<file path="src/rtl/core/mbrptc_pkg.sv">
`timescale 1ns / 1ps
package mbrptc_pkg;

    localparam int IN_W  = 120;
    localparam int OUT_W = 40;

    localparam logic [7:0] REG_HEAD_COUNT  = 8'd0;
    localparam logic [7:0] REG_SECTORS_TRK = 8'd1;

    localparam logic [7:0] BOOT_ACTIVE  = 8'h80;
    localparam logic [2:0] TALLY_MAX    = 3'd7;

    typedef enum logic [3:0] {
        S_IDLE,
        S_CYL_GO,
        S_CYL_WAIT,
        S_HEAD_GO,
        S_HEAD_WAIT,
        S_SEC_GO,
        S_SEC_WAIT,
        S_CHECK,
        S_UPDATE,
        S_OV_RDI,
        S_OV_LATI,
        S_OV_CHKI,
        S_OV_RDJ,
        S_OV_CMPJ,
        S_RESULT
    } t_state;

    // which quotient/remainder the shared divider is producing
    typedef enum logic [1:0] {
        DIV_CYL,
        DIV_HEAD,
        DIV_SEC
    } t_div_op;

    typedef struct packed {
        logic    load;
        logic    div_start;
        t_div_op div_op;
        logic    capture;
        logic    check;
        logic    update;
        logic    lat_i;
        logic    inc_i;
        logic    rd_j;
        logic    cmp_j;
        logic    emit;
    } t_cmd;

    typedef struct packed {
        logic div_done;
        logic end_sel;
        logic last_entry;
        logic i_skip;
        logic i_last;
        logic j_last;
        logic out_free;
    } t_sts;

endpackage

</file>
<file path="src/rtl/core/mbrptc_ram.sv">
`timescale 1ns / 1ps
module mbrptc_ram #(
    parameter int WIDTH = 8,
    parameter int DEPTH = 4
) (
    input  logic                                   i_clk,
    input  logic                                   i_we,
    input  logic [(DEPTH > 1 ? $clog2(DEPTH) : 1)-1:0] i_addr,
    input  logic [WIDTH-1:0]                       i_wdata,
    output logic [WIDTH-1:0]                       o_rdata
);

    logic [WIDTH-1:0] r_mem [DEPTH];
    logic [WIDTH-1:0] r_rdata;

    always_ff @(posedge i_clk) begin
        if (i_we) begin
            r_mem[i_addr] <= i_wdata;
        end
        r_rdata <= r_mem[i_addr];
    end

    assign o_rdata = r_rdata;

endmodule

</file>
<file path="src/rtl/core/mbrptc_div.sv">
`timescale 1ns / 1ps
// Restoring divider, one quotient bit per cycle. A zero divisor gives an
// all-ones quotient and the dividend as remainder.
module mbrptc_div (
    input  logic        i_clk,
    input  logic        i_rst_n,
    input  logic        i_start,
    input  logic [31:0] i_dividend,
    input  logic [31:0] i_divisor,
    output logic        o_done,
    output logic [31:0] o_quotient,
    output logic [31:0] o_remainder
);

    logic        r_busy, n_busy;
    logic        r_done, n_done;
    logic [5:0]  r_cnt, n_cnt;
    logic [31:0] r_quo, n_quo;
    logic [31:0] r_rem, n_rem;
    logic [31:0] r_dvs, n_dvs;
    logic [32:0] w_shift;
    logic [32:0] w_diff;
    logic        w_ge;

    always_comb begin
        w_shift = {r_rem, r_quo[31]};
        w_ge    = w_shift >= {1'b0, r_dvs};
        w_diff  = w_shift - {1'b0, r_dvs};
    end

    always_comb begin
        n_busy = r_busy;
        n_done = 1'b0;
        n_cnt  = r_cnt;
        n_quo  = r_quo;
        n_rem  = r_rem;
        n_dvs  = r_dvs;
        if (i_start) begin
            n_busy = 1'b1;
            n_cnt  = 6'd32;
            n_quo  = i_dividend;
            n_rem  = 32'd0;
            n_dvs  = i_divisor;
        end else if (r_busy) begin
            n_quo = {r_quo[30:0], w_ge};
            n_rem = w_ge ? w_diff[31:0] : w_shift[31:0];
            n_cnt = r_cnt - 6'd1;
            if (r_cnt == 6'd1) begin
                n_busy = 1'b0;
                n_done = 1'b1;
            end
        end
    end

    always_ff @(posedge i_clk) begin
        if (!i_rst_n) begin
            r_busy <= 1'b0;
            r_done <= 1'b0;
            r_cnt  <= 6'd0;
        end else begin
            r_busy <= n_busy;
            r_done <= n_done;
            r_cnt  <= n_cnt;
        end
        r_quo <= n_quo;
        r_rem <= n_rem;
        r_dvs <= n_dvs;
    end

    assign o_done      = r_done;
    assign o_quotient  = r_quo;
    assign o_remainder = r_rem;

endmodule

</file>
<file path="src/rtl/core/mbrptc_dp.sv">
`timescale 1ns / 1ps
module mbrptc_dp #(
    parameter int ENTRIES = 4
) (
    input  logic                       i_clk,
    input  logic                       i_rst_n,
    input  mbrptc_pkg::t_cmd           i_cmd,
    output mbrptc_pkg::t_sts           o_sts,
    input  logic [mbrptc_pkg::IN_W-1:0] i_item,
    input  logic                       i_cfg_valid,
    input  logic [7:0]                 i_cfg_index,
    input  logic [7:0]                 i_cfg_data,
    output logic                       o_out_valid,
    input  logic                       i_out_ready,
    output logic [mbrptc_pkg::OUT_W-1:0] o_out_data
);

    localparam int IW = (ENTRIES > 1) ? $clog2(ENTRIES) : 1;
    localparam logic [IW-1:0] LAST_IDX = IW'(ENTRIES - 1);

    // configuration
    logic [7:0] r_head_count;
    logic [5:0] r_spt;

    // current entry
    logic [7:0]  r_flag, r_bh, r_bs, r_bc, r_fh, r_fs, r_fc;
    logic [31:0] r_base, r_cnt;
    logic        r_end;

    // division results of the end being checked
    logic [31:0] r_cyl, r_rem_g, r_srem;
    logic [7:0]  r_hd;

    // per-table accumulators
    logic [IW-1:0]      r_idx;
    logic [ENTRIES-1:0] r_base_bad, r_last_bad, r_wrap, r_overlap;
    logic [2:0]         r_tally;
    logic [7:0]         r_hh;
    logic [5:0]         r_hs;
    logic               r_seen;

    // overlap pass
    logic [IW-1:0] r_i, r_j;
    logic [31:0]   r_bi, r_ci;

    logic                     r_out_valid;
    logic [mbrptc_pkg::OUT_W-1:0] r_out_data;

    logic [13:0] w_geo;
    logic [31:0] w_lsec;
    logic [31:0] w_div_a, w_div_b;
    logic        w_div_done;
    logic [31:0] w_quo, w_rem;
    logic        w_empty;
    logic [7:0]  w_exp_hd, w_exp_sc, w_exp_cy;
    logic        w_bad;
    logic [IW-1:0] w_addr;
    logic [63:0] w_rdata;
    logic [31:0] w_bj, w_cj, w_ej, w_li;
    logic        w_hit;
    logic [32:0] w_end_sum;
    logic [7:0]  w_hh_b, w_hh_f;
    logic [5:0]  w_hs_b, w_hs_f;
    logic        w_valid;
    logic [8:0]  w_sugh;
    logic        w_geo_mm;
    logic [3:0]  w_bb4, w_lb4, w_ov4, w_wr4;

    assign w_geo  = {6'd0, r_head_count} * {8'd0, r_spt};
    assign w_lsec = r_end ? (r_base + r_cnt - 32'd1) : r_base;

    always_comb begin
        case (i_cmd.div_op)
            mbrptc_pkg::DIV_CYL: begin
                w_div_a = w_lsec;
                w_div_b = {18'd0, w_geo};
            end
            mbrptc_pkg::DIV_HEAD: begin
                w_div_a = r_rem_g;
                w_div_b = {26'd0, r_spt};
            end
            default: begin
                w_div_a = w_lsec;
                w_div_b = {26'd0, r_spt};
            end
        endcase
    end

    mbrptc_div u_div (
        .i_clk       (i_clk),
        .i_rst_n     (i_rst_n),
        .i_start     (i_cmd.div_start),
        .i_dividend  (w_div_a),
        .i_divisor   (w_div_b),
        .o_done      (w_div_done),
        .o_quotient  (w_quo),
        .o_remainder (w_rem)
    );

    assign w_addr = i_cmd.update ? r_idx : (i_cmd.rd_j ? r_j : r_i);

    mbrptc_ram #(.WIDTH(64), .DEPTH(ENTRIES)) u_store (
        .i_clk   (i_clk),
        .i_we    (i_cmd.update),
        .i_addr  (w_addr),
        .i_wdata ({r_cnt, r_base}),
        .o_rdata (w_rdata)
    );

    // expected CHS codes; an empty entry expects zeros at both ends
    always_comb begin
        w_empty  = (r_base == 32'd0) && (r_cnt == 32'd0);
        w_exp_hd = w_empty ? 8'd0 : r_hd;
        w_exp_cy = w_empty ? 8'd0 : r_cyl[7:0];
        w_exp_sc = w_empty ? 8'd0 : (r_srem[7:0] + 8'd1 + {r_cyl[9:8], 6'd0});
        if (r_end) begin
            w_bad = (w_exp_hd != r_fh) || (w_exp_sc != r_fs) || (w_exp_cy != r_fc);
        end else begin
            w_bad = (w_exp_hd != r_bh) || (w_exp_sc != r_bs) || (w_exp_cy != r_bc);
        end
    end

    always_comb begin
        w_bj  = w_rdata[31:0];
        w_cj  = w_rdata[63:32];
        w_ej  = w_bj + w_cj;
        w_li  = r_bi + r_ci - 32'd1;
        w_hit = ((r_bi >= w_bj) && (r_bi < w_ej)) || ((w_li >= w_bj) && (w_li < w_ej));
    end

    always_comb begin
        w_end_sum = {1'b0, r_base} + {1'b0, r_cnt};
        w_hh_b    = (r_bh > r_hh) ? r_bh : r_hh;
        w_hh_f    = (r_fh > w_hh_b) ? r_fh : w_hh_b;
        w_hs_b    = (r_bs[5:0] > r_hs) ? r_bs[5:0] : r_hs;
        w_hs_f    = (r_fs[5:0] > w_hs_b) ? r_fs[5:0] : w_hs_b;
    end

    always_comb begin
        w_valid  = (r_base_bad == '0) && (r_last_bad == '0) && (r_overlap == '0) &&
                   (r_wrap == '0) && (r_tally <= 3'd1);
        w_sugh   = {1'b0, r_hh} + 9'd1;
        w_geo_mm = r_seen && ((w_sugh != {1'b0, r_head_count}) || (r_hs != r_spt));
        w_bb4    = 4'(r_base_bad);
        w_lb4    = 4'(r_last_bad);
        w_ov4    = 4'(r_overlap);
        w_wr4    = 4'(r_wrap);
    end

    always_ff @(posedge i_clk) begin
        if (!i_rst_n) begin
            r_head_count <= 8'd4;
            r_spt        <= 6'd17;
        end else if (i_cfg_valid) begin
            if (i_cfg_index == mbrptc_pkg::REG_HEAD_COUNT) begin
                r_head_count <= i_cfg_data;
            end else if (i_cfg_index == mbrptc_pkg::REG_SECTORS_TRK) begin
                r_spt <= i_cfg_data[5:0];
            end
        end
    end

    always_ff @(posedge i_clk) begin
        if (i_cmd.load) begin
            r_flag <= i_item[7:0];
            r_bh   <= i_item[15:8];
            r_bs   <= i_item[23:16];
            r_bc   <= i_item[31:24];
            r_fh   <= i_item[39:32];
            r_fs   <= i_item[47:40];
            r_fc   <= i_item[55:48];
            r_base <= i_item[87:56];
            r_cnt  <= i_item[119:88];
        end
        if (i_cmd.capture) begin
            case (i_cmd.div_op)
                mbrptc_pkg::DIV_CYL: begin
                    r_cyl   <= w_quo;
                    r_rem_g <= w_rem;
                end
                mbrptc_pkg::DIV_HEAD: r_hd   <= w_quo[7:0];
                default:              r_srem <= w_rem;
            endcase
        end
        if (i_cmd.lat_i) begin
            r_bi <= w_rdata[31:0];
            r_ci <= w_rdata[63:32];
        end
        if (i_cmd.emit) begin
            r_out_data <= {3'd0, r_hs, w_sugh, w_geo_mm, r_seen, r_tally,
                           w_wr4, w_ov4, w_lb4, w_bb4, w_valid};
        end
    end

    always_ff @(posedge i_clk) begin
        if (!i_rst_n) begin
            r_end       <= 1'b0;
            r_idx       <= '0;
            r_base_bad  <= '0;
            r_last_bad  <= '0;
            r_wrap      <= '0;
            r_overlap   <= '0;
            r_tally     <= 3'd0;
            r_hh        <= 8'd0;
            r_hs        <= 6'd0;
            r_seen      <= 1'b0;
            r_i         <= '0;
            r_j         <= '0;
            r_out_valid <= 1'b0;
        end else begin
            if (i_cmd.load) begin
                r_end <= 1'b0;
            end
            if (i_cmd.check) begin
                r_end <= ~r_end;
                if (w_bad) begin
                    if (r_end) begin
                        r_last_bad[r_idx] <= 1'b1;
                    end else begin
                        r_base_bad[r_idx] <= 1'b1;
                    end
                end
            end
            if (i_cmd.update) begin
                if ((r_flag == mbrptc_pkg::BOOT_ACTIVE) && (r_tally < mbrptc_pkg::TALLY_MAX)) begin
                    r_tally <= r_tally + 3'd1;
                end
                if (r_cnt != 32'd0) begin
                    r_seen <= 1'b1;
                    r_hh   <= w_hh_f;
                    r_hs   <= w_hs_f;
                    if (w_end_sum[32]) begin
                        r_wrap[r_idx] <= 1'b1;
                    end
                end
                if (r_idx != LAST_IDX) begin
                    r_idx <= r_idx + 1'b1;
                end
            end
            if (i_cmd.lat_i) begin
                r_j <= r_i + 1'b1;
            end
            if (i_cmd.inc_i) begin
                r_i <= r_i + 1'b1;
            end
            if (i_cmd.cmp_j) begin
                r_j <= r_j + 1'b1;
                if (w_hit) begin
                    r_overlap[r_i] <= 1'b1;
                end
            end
            if (i_cmd.emit) begin
                r_out_valid <= 1'b1;
                r_idx       <= '0;
                r_base_bad  <= '0;
                r_last_bad  <= '0;
                r_wrap      <= '0;
                r_overlap   <= '0;
                r_tally     <= 3'd0;
                r_hh        <= 8'd0;
                r_hs        <= 6'd0;
                r_seen      <= 1'b0;
                r_i         <= '0;
            end else if (i_out_ready) begin
                r_out_valid <= 1'b0;
            end
        end
    end

    always_comb begin
        o_sts.div_done   = w_div_done;
        o_sts.end_sel    = r_end;
        o_sts.last_entry = (r_idx == LAST_IDX);
        o_sts.i_last     = (r_i == LAST_IDX);
        o_sts.i_skip     = (r_ci == 32'd0) || (r_i == LAST_IDX);
        o_sts.j_last     = (r_j == LAST_IDX);
        o_sts.out_free   = !r_out_valid || i_out_ready;
    end

    assign o_out_valid = r_out_valid;
    assign o_out_data  = r_out_data;

endmodule

</file>
<file path="src/rtl/core/mbrptc_ctrl.sv">
`timescale 1ns / 1ps
module mbrptc_ctrl (
    input  logic             i_clk,
    input  logic             i_rst_n,
    input  logic             i_in_valid,
    output logic             o_in_ready,
    input  mbrptc_pkg::t_sts i_sts,
    output mbrptc_pkg::t_cmd o_cmd
);

    mbrptc_pkg::t_state r_state, n_state;

    always_comb begin
        n_state = r_state;
        case (r_state)
            mbrptc_pkg::S_IDLE:      if (i_in_valid) n_state = mbrptc_pkg::S_CYL_GO;
            mbrptc_pkg::S_CYL_GO:    n_state = mbrptc_pkg::S_CYL_WAIT;
            mbrptc_pkg::S_CYL_WAIT:  if (i_sts.div_done) n_state = mbrptc_pkg::S_HEAD_GO;
            mbrptc_pkg::S_HEAD_GO:   n_state = mbrptc_pkg::S_HEAD_WAIT;
            mbrptc_pkg::S_HEAD_WAIT: if (i_sts.div_done) n_state = mbrptc_pkg::S_SEC_GO;
            mbrptc_pkg::S_SEC_GO:    n_state = mbrptc_pkg::S_SEC_WAIT;
            mbrptc_pkg::S_SEC_WAIT:  if (i_sts.div_done) n_state = mbrptc_pkg::S_CHECK;
            mbrptc_pkg::S_CHECK: begin
                n_state = i_sts.end_sel ? mbrptc_pkg::S_UPDATE : mbrptc_pkg::S_CYL_GO;
            end
            mbrptc_pkg::S_UPDATE: begin
                n_state = i_sts.last_entry ? mbrptc_pkg::S_OV_RDI : mbrptc_pkg::S_IDLE;
            end
            mbrptc_pkg::S_OV_RDI:    n_state = mbrptc_pkg::S_OV_LATI;
            mbrptc_pkg::S_OV_LATI:   n_state = mbrptc_pkg::S_OV_CHKI;
            mbrptc_pkg::S_OV_CHKI: begin
                if (!i_sts.i_skip) begin
                    n_state = mbrptc_pkg::S_OV_RDJ;
                end else if (i_sts.i_last) begin
                    n_state = mbrptc_pkg::S_RESULT;
                end else begin
                    n_state = mbrptc_pkg::S_OV_RDI;
                end
            end
            mbrptc_pkg::S_OV_RDJ:    n_state = mbrptc_pkg::S_OV_CMPJ;
            mbrptc_pkg::S_OV_CMPJ: begin
                n_state = i_sts.j_last ? mbrptc_pkg::S_OV_RDI : mbrptc_pkg::S_OV_RDJ;
            end
            mbrptc_pkg::S_RESULT:    if (i_sts.out_free) n_state = mbrptc_pkg::S_IDLE;
            default:                 n_state = mbrptc_pkg::S_IDLE;
        endcase
    end

    always_comb begin
        o_in_ready = 1'b0;
        o_cmd      = '0;
        o_cmd.div_op = mbrptc_pkg::DIV_CYL;
        case (r_state)
            mbrptc_pkg::S_IDLE: begin
                o_in_ready = 1'b1;
                o_cmd.load = i_in_valid;
            end
            mbrptc_pkg::S_CYL_GO: o_cmd.div_start = 1'b1;
            mbrptc_pkg::S_CYL_WAIT: o_cmd.capture = i_sts.div_done;
            mbrptc_pkg::S_HEAD_GO: begin
                o_cmd.div_op    = mbrptc_pkg::DIV_HEAD;
                o_cmd.div_start = 1'b1;
            end
            mbrptc_pkg::S_HEAD_WAIT: begin
                o_cmd.div_op  = mbrptc_pkg::DIV_HEAD;
                o_cmd.capture = i_sts.div_done;
            end
            mbrptc_pkg::S_SEC_GO: begin
                o_cmd.div_op    = mbrptc_pkg::DIV_SEC;
                o_cmd.div_start = 1'b1;
            end
            mbrptc_pkg::S_SEC_WAIT: begin
                o_cmd.div_op  = mbrptc_pkg::DIV_SEC;
                o_cmd.capture = i_sts.div_done;
            end
            mbrptc_pkg::S_CHECK:   o_cmd.check = 1'b1;
            mbrptc_pkg::S_UPDATE:  o_cmd.update = 1'b1;
            mbrptc_pkg::S_OV_RDI:  o_cmd.lat_i = 1'b0;
            mbrptc_pkg::S_OV_LATI: o_cmd.lat_i = 1'b1;
            mbrptc_pkg::S_OV_CHKI: o_cmd.inc_i = i_sts.i_skip && !i_sts.i_last;
            mbrptc_pkg::S_OV_RDJ:  o_cmd.rd_j = 1'b1;
            mbrptc_pkg::S_OV_CMPJ: begin
                o_cmd.cmp_j = 1'b1;
                o_cmd.inc_i = i_sts.j_last;
            end
            mbrptc_pkg::S_RESULT:  o_cmd.emit = i_sts.out_free;
            default:               o_cmd.load = 1'b0;
        endcase
    end

    always_ff @(posedge i_clk) begin
        if (!i_rst_n) begin
            r_state <= mbrptc_pkg::S_IDLE;
        end else begin
            r_state <= n_state;
        end
    end

endmodule

</file>
<file path="src/rtl/core/mbr_partition_table_checker_core.sv">
`timescale 1ns / 1ps
// Partition table checker: takes the ENTRIES entries of a boot record
// partition table, one transfer each, and after the last one presents a
// single verdict (CHS mismatches, overlaps, wraps, active count, suggested
// geometry). For each entry, both ends need three divisions (cylinder,
// head, sector) on one shared bit-serial divider, followed by the checks.
// The last entry adds the pairwise overlap pass over the entry store. A
// new table can be loaded while the previous verdict waits on the output
// register. Geometry must be written through the cfg port only while the
// block is idle; the block itself does not enforce this.
module mbr_partition_table_checker_core #(
    parameter int ENTRIES = 4
) (
    input  logic         i_clk,
    input  logic         i_rst_n,
    input  logic         s_axis_tvalid,
    output logic         s_axis_tready,
    // boot_flag[7:0], begin_head, begin_sector_code, begin_cylinder_code,
    // final_head, final_sector_code, final_cylinder_code[55:48],
    // base_sector[87:56], sector_count[119:88]
    input  logic [119:0] s_axis_tdata,
    output logic         m_axis_tvalid,
    input  logic         m_axis_tready,
    // table_valid[0], base_mismatch_mask[4:1], last_mismatch_mask[8:5],
    // overlap_mask[12:9], wrap_mask[16:13], active_entries[19:17],
    // any_used[20], geometry_mismatch[21], suggested_heads[30:22],
    // suggested_sectors[36:31], zero pad
    output logic [39:0]  m_axis_tdata,
    input  logic         i_cfg_valid,
    output logic         o_cfg_ready,
    input  logic [7:0]   i_cfg_index,
    input  logic [7:0]   i_cfg_data
);

    mbrptc_pkg::t_cmd w_cmd;
    mbrptc_pkg::t_sts w_sts;

    assign o_cfg_ready = 1'b1;

    mbrptc_ctrl u_ctrl (
        .i_clk      (i_clk),
        .i_rst_n    (i_rst_n),
        .i_in_valid (s_axis_tvalid),
        .o_in_ready (s_axis_tready),
        .i_sts      (w_sts),
        .o_cmd      (w_cmd)
    );

    mbrptc_dp #(.ENTRIES(ENTRIES)) u_dp (
        .i_clk       (i_clk),
        .i_rst_n     (i_rst_n),
        .i_cmd       (w_cmd),
        .o_sts       (w_sts),
        .i_item      (s_axis_tdata),
        .i_cfg_valid (i_cfg_valid),
        .i_cfg_index (i_cfg_index),
        .i_cfg_data  (i_cfg_data),
        .o_out_valid (m_axis_tvalid),
        .i_out_ready (m_axis_tready),
        .o_out_data  (m_axis_tdata)
    );

endmodule
</file>
<file path="config.mk">
export PLATFORM = sky130hd
export DESIGN_NAME = mbr_partition_table_checker_core
export DESIGN_NICKNAME = d
export VERILOG_FILES = /design/src/rtl/core/mbrptc_pkg.sv /design/src/rtl/core/mbrptc_ram.sv /design/src/rtl/core/mbrptc_div.sv /design/src/rtl/core/mbrptc_dp.sv /design/src/rtl/core/mbrptc_ctrl.sv /design/src/rtl/core/mbr_partition_table_checker_core.sv
export SDC_FILE = /design/constraint.sdc
export NUM_CORES = 2
export LEC_CHECK = 0
export ABC_CLOCK_PERIOD_IN_PS = 16770
export BUFFER_PORTS_ARGS = -buffer_cell sky130_fd_sc_hd__buf_2
export CAP_MARGIN = 10
export CORE_MARGIN = 2
export CORE_UTILIZATION = 57
export CTS_BUF_LIST = sky130_fd_sc_hd__clkbuf_16
export CTS_CLUSTER_SIZE = 10
export DETAILED_ROUTE_END_ITERATION = 10
export GPL_TIMING_DRIVEN = 0
export PLACE_DENSITY_LB_ADDON = 0.15
export REMOVE_ABC_BUFFERS = 1
export SLEW_MARGIN = 20
export SYNTH_ARGS = -nofsm -noshare
export SYNTH_HDL_FRONTEND = slang
export SYNTH_SLANG_ARGS = --single-unit
</file>
<file path="constraint.sdc">
create_clock -name i_clk -period 16.77 [get_ports i_clk]
set_input_delay 0 -clock i_clk [delete_from_list [all_inputs] [get_ports i_clk]]
set_output_delay 0 -clock i_clk [all_outputs]
set_load 0.02 [all_outputs]
</file>
# Yosys cells after proc, flatten, opt, wreduce, memory -nomap -nowiden
# Memory sizes are Yosys's and may differ from the RTL's. A register that Yosys moved wholly into a read port is not among the register bits.
# Index checks and enable logic that the tools add are counted.
# word_totals
register_bits,443
ram_bits,256
out_inout_bits,43
word_cells,231
n_memories,1
# mem_list
memory,words,word_bits,read_ports,rd_ports_with_merged_regs,write_ports,line_no,rtl
u_dp.u_store.r_mem,4,64,1,1,1,mbrptc_ram.sv:13,logic [WIDTH-1:0] r_mem [DEPTH];
# classes
add_sub_neg,15
mul,1
magnitude_cmp,15
n_eq_ne,35
muxes,57
bitwise,9
n_reduce_logical,58
# op_table
op,n
$mux 32,5
$add 32x32->32,3
$logic_not 32->1,3
$ge 32x32->1,2
$lt 32x32->1,2
$sub 32x1->32 const B,2
$pmux 4 s15,1
$ne 8x8->1,6
$mux 8,5
$add 32x32->33,1
$ge 33x32->1,1
$mux 4,8
$reduce_bool 32->1,1
$sub 32x32->32,1
$mux 6,5
$eq 4x4->1 const B,7
$mux 1,23
$logic_not 4->1,5
$eq 4x3->1 const B,4
$gt 8x8->1,2
$or 4x4->4,4
$reduce_and 2->1,8
$mul 8x6->14,1
$gt 6x6->1,2
37 further kinds,88

# Longest topological paths before layout
# logic_depth
word_depth,8
ltp_mapped,27
ltp_nobuf,27

# Hierarchy
# A second synthesis with hierarchy kept.
# hier_totals
cells_unflattened,3625
hier_area_um2,42149.2
# by_module_without_submodules
mod,n_inst,cells_each,area_each_um2,seq_area_each_um2
mbrptc_dp,1,2568,25146.6,9499.1
mbrptc_ram,1,404,10567.6,8968.6
mbrptc_div,1,582,5910.7,2722.6
mbrptc_ctrl,1,69,513.0,80.1
mbr_partition_table_checker_core,1,2,11.3,0.0

# Least setup slack after synthesis
# OpenSTA, ideal clock, no wires.
# synth_timing
path_type,flip-flop to flip-flop
start,register u_ctrl.r_state[3]
end,"memory u_dp.u_store.r_mem[1][0], enable pin"
setup_time_ns,0.565
arrival_time_ns,5.192
t_required_ns,16.205
setup_slack_ns,11.013
stages_incl_launch_ff,5
n_path_buf,1
path_cell_list,dfxtp_1 -> buf_2 -> nor2b_1 -> nand2_1 -> nor3_1
# synth_between
elab_chain_cells,4
elab_cells_between_ends,8
# synth_lines
element,line_no,rtl
start: declaration,mbrptc_ctrl.sv:11,"mbrptc_pkg::t_state r_state, n_state;"
start signal: assignment,mbrptc_ctrl.sv:93,r_state <= mbrptc_pkg::S_IDLE;
start signal: assignment,mbrptc_ctrl.sv:95,r_state <= n_state;
$eq 4x4->1,mbrptc_ctrl.sv:53,case (r_state)
$mux 1,mbrptc_ctrl.sv:53,
$mux 2 / $mux 1 (equally long branches),"mbrptc_dp.sv:100, mbrptc_ram.sv:17",
$mux 2 / $mux 1 (equally long branches),"mbrptc_dp.sv:100, mbrptc_ram.sv:18",
end: declaration,mbrptc_ram.sv:13,
# Parallel ways exist; a longest one is shown, timed or not.

# Worst setup path in the final report
# layout_timing
start,"register u_dp.u_store.r_rdata[0] (netlist: u_dp.u_store.o_rdata[0]), read port of u_dp.u_store.r_mem"
end,register u_dp.r_overlap[1]
# layout_between
elab_chain_cells,5
elab_cells_between_ends,9
# layout_lines
element,line_no,rtl
start: declaration,mbrptc_ram.sv:14,logic [WIDTH-1:0] r_rdata;
$add 32x32->32,mbrptc_dp.sv:126,w_ej = w_bj + w_cj;
$lt 32x32->1,mbrptc_dp.sv:128,w_hit = ((r_bi >= w_bj) && (r_bi < w_ej)) || ((w_li >= w_bj) && (w_li < w_ej));
$logic_and 1x1->1,mbrptc_dp.sv:128,
$logic_or 1x1->1 *,mbrptc_dp.sv:128,
$reduce_and 2->1 (no source line) *,--,
end signal: assignment,mbrptc_dp.sv:202,r_overlap <= '0;
end signal: indexed assignment,mbrptc_dp.sv:249,r_overlap[r_i] <= 1'b1;
end signal: assignment,mbrptc_dp.sv:258,r_overlap <= '0;
end: declaration,mbrptc_dp.sv:36,"logic [ENTRIES-1:0] r_base_bad, r_last_bad, r_wrap, r_overlap;"
# Every way passes the cells marked *; elsewhere a longest branch is shown, timed or not.
# A chain may end at the register's enable or synchronous reset.

==> impl_metrics.yaml <==
floorplanning:
  boundaryPins: 184
  fp.coreArea_sq_um: 68700
  die_x_microns: 268
  rows: 96
  die_area_sq_um: 71600
  start_util_pct: 57.6
  chipHeight_microns: 268
timing:
  hold_viol: 0
  maxClockFrequency_mhz: 138
  worst_slew_pin_slew_ns: 1.15
  whs_ns: 0.0338
  rsz0062_at_grt: "no"
  skew_ns: 0.0377
  setup_violations: 0
  setup_ws_ns: 9.51
  slew_headroom_pct: 22.8
  drv_slew: 0
  finalSetupTns_ns: 0
  fin_crit_ns: 7.26
  post-route-period-util_pct: 43.3
clock_network:
  cts_resized: 0
  cts-htree-levels: 3
  clockBufferDepth: 3
  clockRootBuffer: "clkbuf_16"
  path_clk_slew_ns: 0.06
  clock-sinks: 745
  cts_tree: "yes"
  worst_skew_pair.late_latency_ns: 0.64
  cts-buffers-inserted: 85
yosys:
  yosysSeqAreaShare_pct: 52.4
  ys_ff_latch: 745
  synth_flop_cell: "edfxtp_1"
  synth_area_per_cell_sq_um: 11.8
  synth_edf_count: 581
  synth_area_sq_um: 39600
  ys_types: 85
  ys_warn_count: 0
  synthCells: 3350
  async_flop_share_pct: 0
cells_and_area:
  area_growth_pct: 16.8
  final_util_pct: 67.3
  layoutNonFillerInstCount: 4744
  num-nets-final: 4300
  drive_above_1_share_pct: 11.8
detailed_routing:
  ant_nets: 0
  drt_iter0_markers: 2126
  viasPerCell: 5.79
  first_pass_iters: 5
  vias: 27400
  drt-total-wl_microns: 101000
  drc: 0
  wl_per_cell_microns: 21.4
pwr:
  p_leak_nw: 19.2
  power.density_nw_per_um2: 97.1
  max-vdd-ir-drop_mv: 0.0796
worst_setup_path:
  cp.arrival_ns: 7.75
  worst-path-max-fanout: 4
  startpoint_type: "flip-flop"
  end_kind: "flip-flop"
  worstPathRequired_ns: 17.26
  critical_path_class: "flip-flop to flip-flop"
placed_design:
  globalplace.congestion: 0.924
  dp_slack_ns: 9.56
  dp_hpwl_microns: 75500
  port_buffers: 179
  placedCellCount: 4440
hold_path:
  hold_class: "input port to flip-flop"
run:
  drv_cap: 0
global_routing:
  grt_max_degree: 58
  grt.total_usage_pct: 28.6
  grt_pass1_vias: 28300
  grt_antenna_before_repair: 1
  grt_pass1_wl_microns: 157000
  grt.overflow.total: 0
status:
  status: "finished clean"
[cell usage after synthesis (all sizes together), types with 20 or more instances]
| master | n | area, sq um |
|---|---|---|
| nor2 | 192 | 723 |
| nand4 | 45 | 282 |
| fa | 29 | 581 |
| o21a | 21 | 158 |
| o211ai | 27 | 203 |
| o21bai | 23 | 173 |
| inv | 389 | 1460 |
| mux2i | 57 | 571 |
| nand3 | 58 | 290 |
| nor2b | 26 | 163 |
| a211oi | 28 | 215 |
| nor3 | 52 | 265 |
| a21o | 83 | 623 |
| and2 | 24 | 150 |
| nand2 | 172 | 646 |
| mux4 | 64 | 1440 |
| a31oi | 31 | 194 |
| dfxtp | 164 | 3280 |
| ha | 390 | 4880 |
| xor2 | 72 | 631 |
| clkbuf | 61 | 229 |
| edfxtp | 581 | 17400 |
| nand2b | 33 | 206 |
| xnor2 | 113 | 990 |
| a21oi | 207 | 1040 |
| o21ai | 142 | 718 |
| buf | 23 | 125 |
| nor4 | 57 | 369 |
| and3 | 20 | 125 |
[worst paths after layout]
path	start	to	slack (ns)	cells after the start
setup / recovery	u_dp.u_store.o_rdata[0]	u_dp.r_overlap[1]	9.51	23
hold / removal	i_cfg_index[2]	u_dp.r_spt[1]	0.03	5
setup reg to reg	u_dp.u_store.o_rdata[0]	u_dp.r_overlap[1]	9.51	23
hold reg to reg	u_dp.u_store.o_rdata[56]	u_dp.r_ci[24]	0.43	0
[worst max-delay path: stages (launching register included)]
cell       delay, ns
dfxtp_1         0.41
ha_1            0.21
inv_1           0.06
fa_1            0.41
nor2b_1         0.18
o2111ai_1       0.16
and3_1          0.21
o31ai_1         0.38
a21boi_1        0.18
a31oi_1         0.42
o21ai_1         0.20
a211o_1         0.34
mux2i_1         0.14
a2111oi_0       0.86
ha_1            0.29
nand4_1         0.17
nor4_1          0.91
o211ai_1        0.18
a21oi_1         0.46
a211oi_1        0.12
o211ai_1        0.16
o21ai_1         0.32
a21oi_1         0.27
nor2_1          0.06
[layout make-up]
type                    instances  area, sq um
fillers                      5013        22500
flip-flops and latches        745        20700
multi-input cells            2134        17100
repair buffers                385         3180
clock buffers                  85         2130
inverters                     389         1460
well taps                     931         1160
clock inverters                74          430
diodes                          1         2.50
[repair_timing]
item                      4_1_cts  5_1_grt
hold endpoints to repair      158        0
buffers inserted                0        0
hold buffers                  144        0
[registers in the layout, summed over array words and instances (netlist names), 8 cells and up]
signal	cells
u_dp.r_hd	8
u_dp.r_cyl	10
u_dp.r_base	32
u_dp.r_bc	8
u_dp.u_div.o_remainder	32
u_dp.r_rem_g	32
u_dp.u_div.r_dvs	14
u_dp.r_fs	8
u_dp.r_fh	8
u_dp.r_ci	32
u_dp.r_bs	8
u_dp.u_store.r_mem	256
u_dp.r_bi	32
u_dp.r_bh	8
u_dp.r_flag	8
u_dp.r_cnt	32
u_dp.o_out_data	37
u_dp.r_fc	8
u_dp.r_head_count	8
u_dp.u_store.o_rdata	64
u_dp.u_div.o_quotient	32
u_dp.r_hh	8
u_dp.r_srem	8
[where the power goes]
part	internal, mW	switching [mW]	total, mW
registers	2.10	0.120	2.22
clock network	0.927	0.736	1.66
logic	0.270	0.337	0.608
total	3.30	1.19	4.49
[placed cells by master (no fill, tap or decap), types with 114 or more instances in the layout]
cell type and count:
a21oi_1 205, buf_2 181, dfxtp_1 162, inv_1 451, nand2_1 172, ha_1 390
edfxtp_1 581, o21ai_0 114, dlygate4sd3_1 144, nor2_1 188
[cell families (layout without fill, tap and decap cells)]
group           count (synthesis)  after routing  synth area share [%]
flops                         745            745                  52.4
other cells                     2              5                0.0190
mux                           130            130                  5.34
buf+inv                       473            933                  4.58
fa+ha+maj                     419            419                  13.8
xor+xnor                      185            185                  4.09
compound gates                670            670                  10.8
simple gates                  726            726                  9.00
[through the flow]
step / area [sq um] / power (mW)
6_report: 46200 / 4.49
5_1_grt: 46200 / 4.66
4_1_cts: 46200 / 4.50
3_5_place_dp: 42200 / 2.83
3_3_place_gp: 41300 / 2.80
2_1_floorplan: 39200 / 2.64
[metal layers]
layer | GRT usage [%] | routed length (microns) | vias up
met1 | 34.7 | 40300 | 13400
li1 | - | - | 13000
met2 | 51.0 | 51800 | 798
met4 | 13.7 | 4680 | 2
met5 | 0 | 13 | -
met3 | 3.03 | 4550 | 208
(Power assumes the default switching activity.)
